### src/hdl/bcle_pkg.sv
// Shared types and constants for the bounded circular list engine.
// Used by bcle_ctrl, bcle_dp and the top level; depends on nothing.
package bcle_pkg;

  // request modes
  localparam logic [3:0] MODE_INS_HEAD = 4'd0;
  localparam logic [3:0] MODE_INS_TAIL = 4'd1;
  localparam logic [3:0] MODE_INS_AT   = 4'd2;
  localparam logic [3:0] MODE_DEL_HEAD = 4'd3;
  localparam logic [3:0] MODE_DEL_TAIL = 4'd4;
  localparam logic [3:0] MODE_DEL_AT   = 4'd5;
  localparam logic [3:0] MODE_SEARCH   = 4'd6;
  localparam logic [3:0] MODE_REVERSE  = 4'd7;
  localparam logic [3:0] MODE_CLEAR    = 4'd8;

  // result status codes
  localparam logic [1:0] ST_OK    = 2'd0;
  localparam logic [1:0] ST_EMPTY = 2'd1;
  localparam logic [1:0] ST_RANGE = 2'd2;
  localparam logic [1:0] ST_FULL  = 2'd3;

  // datapath micro-operations issued by the controller
  typedef enum logic [3:0] {
    OP_NONE,
    OP_LOAD,
    OP_DECODE,
    OP_FIND,
    OP_WALK,
    OP_BACK,
    OP_SEARCH,
    OP_SOLE,
    OP_LINK1,
    OP_LINK2,
    OP_UNLINK,
    OP_REV,
    OP_CLEAR,
    OP_OUT
  } dp_op_t;

  // controller states
  typedef enum logic [3:0] {
    S_IDLE,
    S_DECODE,
    S_FIND,
    S_IBACK,
    S_IWALK,
    S_SOLE,
    S_LINK1,
    S_LINK2,
    S_DBACK,
    S_DWALK,
    S_UNLINK,
    S_SEARCH,
    S_RBACK,
    S_REV,
    S_CLEAR,
    S_DONE
  } ctl_state_t;

  // datapath status toward the controller
  typedef struct packed {
    logic is_ins;
    logic is_del;
    logic is_srch;
    logic is_rev;
    logic is_clr;
    logic err;
    logic ins_back;
    logic del_front;
    logic del_back;
    logic cnt_zero;
    logic k_zero;
    logic slot_free;
    logic match;
    logic i_last;
    logic out_free;
  } dp_flags_t;

endpackage

### src/hdl/bcle_ctrl.sv
// Controller state machine of the circular list engine.
// Depends on bcle_pkg; drives bcle_dp through one micro-op per cycle.
module bcle_ctrl (
  input  logic               clk,
  input  logic               rst,
  input  logic               req_valid,
  output logic               req_ready,
  input  bcle_pkg::dp_flags_t flags,
  output bcle_pkg::dp_op_t   op
);
  import bcle_pkg::*;

  ctl_state_t state, state_next;

  // state register
  always_ff @(posedge clk) begin
    if (rst) begin
      state <= S_IDLE;
    end else begin
      state <= state_next;
    end
  end

  // next state
  always_comb begin
    state_next = state;
    unique case (state)
      S_IDLE: begin
        if (req_valid) state_next = S_DECODE;
      end
      S_DECODE: begin
        priority if (flags.err) state_next = S_DONE;
        else if (flags.is_ins) state_next = S_FIND;
        else if (flags.is_del) begin
          priority if (flags.del_front) state_next = S_UNLINK;
          else if (flags.del_back) state_next = S_DBACK;
          else state_next = S_DWALK;
        end
        else if (flags.is_srch) state_next = S_SEARCH;
        else if (flags.is_rev) state_next = S_RBACK;
        else if (flags.is_clr) state_next = S_CLEAR;
        else state_next = S_DONE;
      end
      S_FIND: begin
        if (flags.slot_free) begin
          priority if (flags.cnt_zero) state_next = S_SOLE;
          else if (flags.ins_back) state_next = S_IBACK;
          else state_next = S_IWALK;
        end
      end
      S_IBACK:  state_next = S_LINK1;
      S_IWALK: begin
        if (flags.k_zero) state_next = S_LINK1;
      end
      S_SOLE:   state_next = S_DONE;
      S_LINK1:  state_next = S_LINK2;
      S_LINK2:  state_next = S_DONE;
      S_DBACK:  state_next = S_UNLINK;
      S_DWALK: begin
        if (flags.k_zero) state_next = S_UNLINK;
      end
      S_UNLINK: state_next = S_DONE;
      S_SEARCH: begin
        if (flags.match || flags.i_last) state_next = S_DONE;
      end
      S_RBACK:  state_next = S_REV;
      S_REV:    state_next = S_DONE;
      S_CLEAR:  state_next = S_DONE;
      S_DONE: begin
        if (flags.out_free) state_next = S_IDLE;
      end
      default:  state_next = S_IDLE;
    endcase
  end

  // micro-op per state
  always_comb begin
    op = OP_NONE;
    unique case (state)
      S_IDLE:   op = req_valid ? OP_LOAD : OP_NONE;
      S_DECODE: op = OP_DECODE;
      S_FIND:   op = OP_FIND;
      S_IBACK:  op = OP_BACK;
      S_IWALK:  op = flags.k_zero ? OP_NONE : OP_WALK;
      S_SOLE:   op = OP_SOLE;
      S_LINK1:  op = OP_LINK1;
      S_LINK2:  op = OP_LINK2;
      S_DBACK:  op = OP_BACK;
      S_DWALK:  op = flags.k_zero ? OP_NONE : OP_WALK;
      S_UNLINK: op = OP_UNLINK;
      S_SEARCH: op = OP_SEARCH;
      S_RBACK:  op = OP_BACK;
      S_REV:    op = OP_REV;
      S_CLEAR:  op = OP_CLEAR;
      S_DONE:   op = flags.out_free ? OP_OUT : OP_NONE;
      default:  op = OP_NONE;
    endcase
  end

  assign req_ready = (state == S_IDLE);

endmodule

### config.mk
export PLATFORM = sky130hd
export DESIGN_NAME = bcle_ctrl
export DESIGN_NICKNAME = d
export VERILOG_FILES = /design/src/hdl/bcle_pkg.sv /design/src/hdl/bcle_ctrl.sv
export SDC_FILE = /design/constraint.sdc
export NUM_CORES = 1
export LEC_CHECK = 0
export BUFFER_PORTS_ARGS = -buffer_cell sky130_fd_sc_hd__buf_4
export CAP_MARGIN = 30
export CORE_MARGIN = 4
export CORE_UTILIZATION = 47
export CTS_CLUSTER_SIZE = 24
export DETAILED_ROUTE_END_ITERATION = 16
export GPL_TIMING_DRIVEN = 0
export PLACE_DENSITY = 0.77
export SLEW_MARGIN = 20
export SYNTH_ARGS = -nofsm -noshare
export SYNTH_HDL_FRONTEND = slang
export SYNTH_SLANG_ARGS = --single-unit
### constraint.sdc
create_clock -name clk -period 2 [get_ports clk]
set_input_delay 0.1 -clock clk [delete_from_list [all_inputs] [get_ports clk]]
set_output_delay 0.1 -clock clk [all_outputs]
set_load 0.005 [all_outputs]
==> results by group <==
Worst setup path
  • Critical path arrival: 1.63 ns
  • Critical path, cell by cell: buf_2 -> and3b_1 -> a21oi_1 -> o22ai_1 -> a21oi_1 -> buf_4
  • WS Path Type: reg -> out
  • Critical Path RT: 1.90 ns
  • CP max FO: 10
  • R2R Path End: state[0]
  • Worst r2r src: state[3]
  • CP delay by family, top: flip-flops
  • Max incr delay on CP: 0.47 ns
  • Number of buffers and inverters on the critical path: 2
  • FF-to-FF setup slack: 0.36 ns
  • CP max-delay cell: dfxtp_1
  • CP endpoint kind: output pin
  • Worst path most repeated cell: a21oi_1
  • Worst r2r path cells: 5
  • Critical Path Start: state[1]
  • CP Launch Type: flop

Timing
  • Final min period: 1.73 ns
  • Final WS setup: 0.268 ns
  • Final Setup Violations: 0
  • Worst-margin pin slew: 0.341 ns
  • WHS: 0.0846 ns
  • Setup Skew: 0.000323 ns
  • RSZ-0062 raised after global routing: no
  • Slew Limit Fails: 0
  • Crit share post-route: 0.866
  • Maximum clock frequency: 0.578 GHz
  • Slew headroom: 0.771
  • Endpoints failing hold: 0
  • Setup TNS: 0 ns

Global routing
  • First-pass GRT wire length: 2.82 mm
  • Number of global-route vias before repair: 671
  • Gr usage total: 0.179
  • Initial antenna violation count: 0
  • Total congestion overflow: 0
  • Pin count of the biggest net entering global routing: 11

Placement
  • I/O Buffers: 22
  • Dpl hpwl: 1.40 mm
  • Placed Instance Area: 802 sq um
  • GPL Wtd Cong: 0.899
  • Dpl ws: 0.338 ns

Detailed routing
  • Vias: 793
  • First-pass iteration count of the detailed router: 4
  • Post-route ant nets: 0
  • WL final: 1.75 mm
  • DRC violations left: 0
  • DR WL/cell: 13.7 microns
  • Vias per cell: 6.24
  • DRT iter0 DRCs: 30

Clocking
  • Clock-pin slew on the worst setup and hold paths: 0.04 ns
  • Clock Latency Late Sink: 0.23 ns
  • Post-CTS setup buffers: 0
  • Clk sink count: 4
  • CTS hold repair buffers: 0
  • CTS root buf: clkbuf_4
  • CTS Buf Count: 3
  • CTS tree: yes
  • Clk buf depth: 2
  • H-tree lvl count: 1

Cells and area
  • Top reg by flops: state
  • N_diodes: 0
  • Share of cells above drive strength 1: 0.319
  • Most frequent cells in the layout: buf_4 (22), nor2_1 (8), a21oi_1 (8)
  • Design Area, Final: 817 sq um
  • Max FFs per register: 4
  • Nets: 133
  • Area Overhead vs Synth: 31.9%
  • Most common cell after layout, fill and taps aside: buf_4
  • Largest regs: state (4)

Synth
  • Synth cell types: 36
  • Synth top area share: 0.129
  • Synth Cell Area: 619 sq um
  • Post-synth top area cell: dfxtp_1
  • Syn Nets: 108
  • Syn_area_per_cell: 6.88 sq um
  • Post-synth ARST share: 0
  • Post-synth EDFFs: 0
  • Ys Warns: 0
  • Cells after synthesis: 90
  • Sequential area share after synthesis: 0.129
  • Dominant synthesized flop cell: dfxtp_1
  • Top cells by area, synth: dfxtp_1 (13%), a211oi_1 (7.3%), a21oi_1 (6.5%)
  • Yosys reg bits: 4

Hold path
  • Hold EP: state[3]
  • Hold Path Class: in -> reg
  • Hold path depth: 2
  • Hold Path Origin: rst

Run
  • Maxcap violations: 0

Status
  • Status: finished, final reports clean

Power and ir drop
  • Worst IR drop on VDD: 0.000601 V
  • Total power: 1.15 mW
  • Pleak: 0.355 nW
  • Power density cells: 1410 nW/um^2

Floorplan
  • DIE WIDTH: 44.3 microns
  • Chip Height: 44.3 microns
  • Number of core rows: 12
  • Full die area: 1960 sq um
  • IO Count: 23
  • Starting Density: 0.529
  • Core region area: 1170 sq um
==> per-layer routing <==
| metal | routed length, microns | global-route usage | vias to the layer above |
|---|---|---|---|
| met1 | 782 | 0.255 | 357 |
| met3 | 158 | 0.0407 | 0 |
| li1 | - | - | 392 |
| met5 | 0 | 0 | - |
| met4 | 0 | 0.00602 | 0 |
| met2 | 805 | 0.288 | 44 |
==> worst max path at each step <==
stage	endpoint	slack, ns	cells after the start
6_report	op[2]	0.27	6
5_1_grt	op[2]	0.17	6
4_1_cts	op[2]	0.1	6
3_5_place_dp	state[2]	0.34	5
3_3_place_gp	state[2]	0.34	5
2_1_floorplan	state[1]	0.50	4
==> cells by family after synthesis <==
kind of cell	count (synthesis)	synth area share
simple gates	34	0.335
compound gates	39	0.438
flops	4	0.129
buf+inv	12	0.0828
xor+xnor	1	0.0141
==> through the flow <==
stage | utilization | cells
final | 0.698 | 127
after global routing | 0.698 | 127
after CTS | 0.704 | 129
after detailed placement | 0.685 | 126
after global placement | 0.685 | 126
after floorplan | - | 90
==> power by group <==
part | internal [mW] | switching (mW) | leakage (nW)
Sequential | 0.115 | 0.0424 | 0.0330
Clock | 0.0670 | 0.0305 | 0.0138
Combinational | 0.424 | 0.476 | 0.309
Total | 0.606 | 0.548 | 0.355
==> synth_stat cells, types with 2 or more instances <==
cell and n:
nand2b_1 4, inv_1 4, a31oi_1 2, and3_1 2, dfxtp_1 4, nand2_1 3, o21ai_1 3, and3b_1 3
a211oi_1 6, buf_2 5, nor3b_1 3, nand4_1 2, o21bai_1 3, buf_1 2, nor3_1 3, o21ai_0 6
a31o_1 2, a21oi_1 8, nor2_1 8
==> repair_timing <==
| item | CTS | global route |
|---|---|---|
| gates resized for setup | 0 | 0 |
| hold endpoints to repair | 0 | 0 |
| endpoints found under the setup margin | 0 | 2 |
==> layout make-up <==
cell class | count | area, sq um
Fill cell | 106 | 354
Clock buffer | 3 | 22.5
Timing Repair Buffer | 22 | 165
Inverter | 5 | 18.8
Multi-Input combinational cell | 74 | 488
Buffer | 5 | 25.0
Tap cell | 14 | 17.5
Sequential cell | 4 | 80.1
No activity file was read; power rests on OpenSTA's default activity.
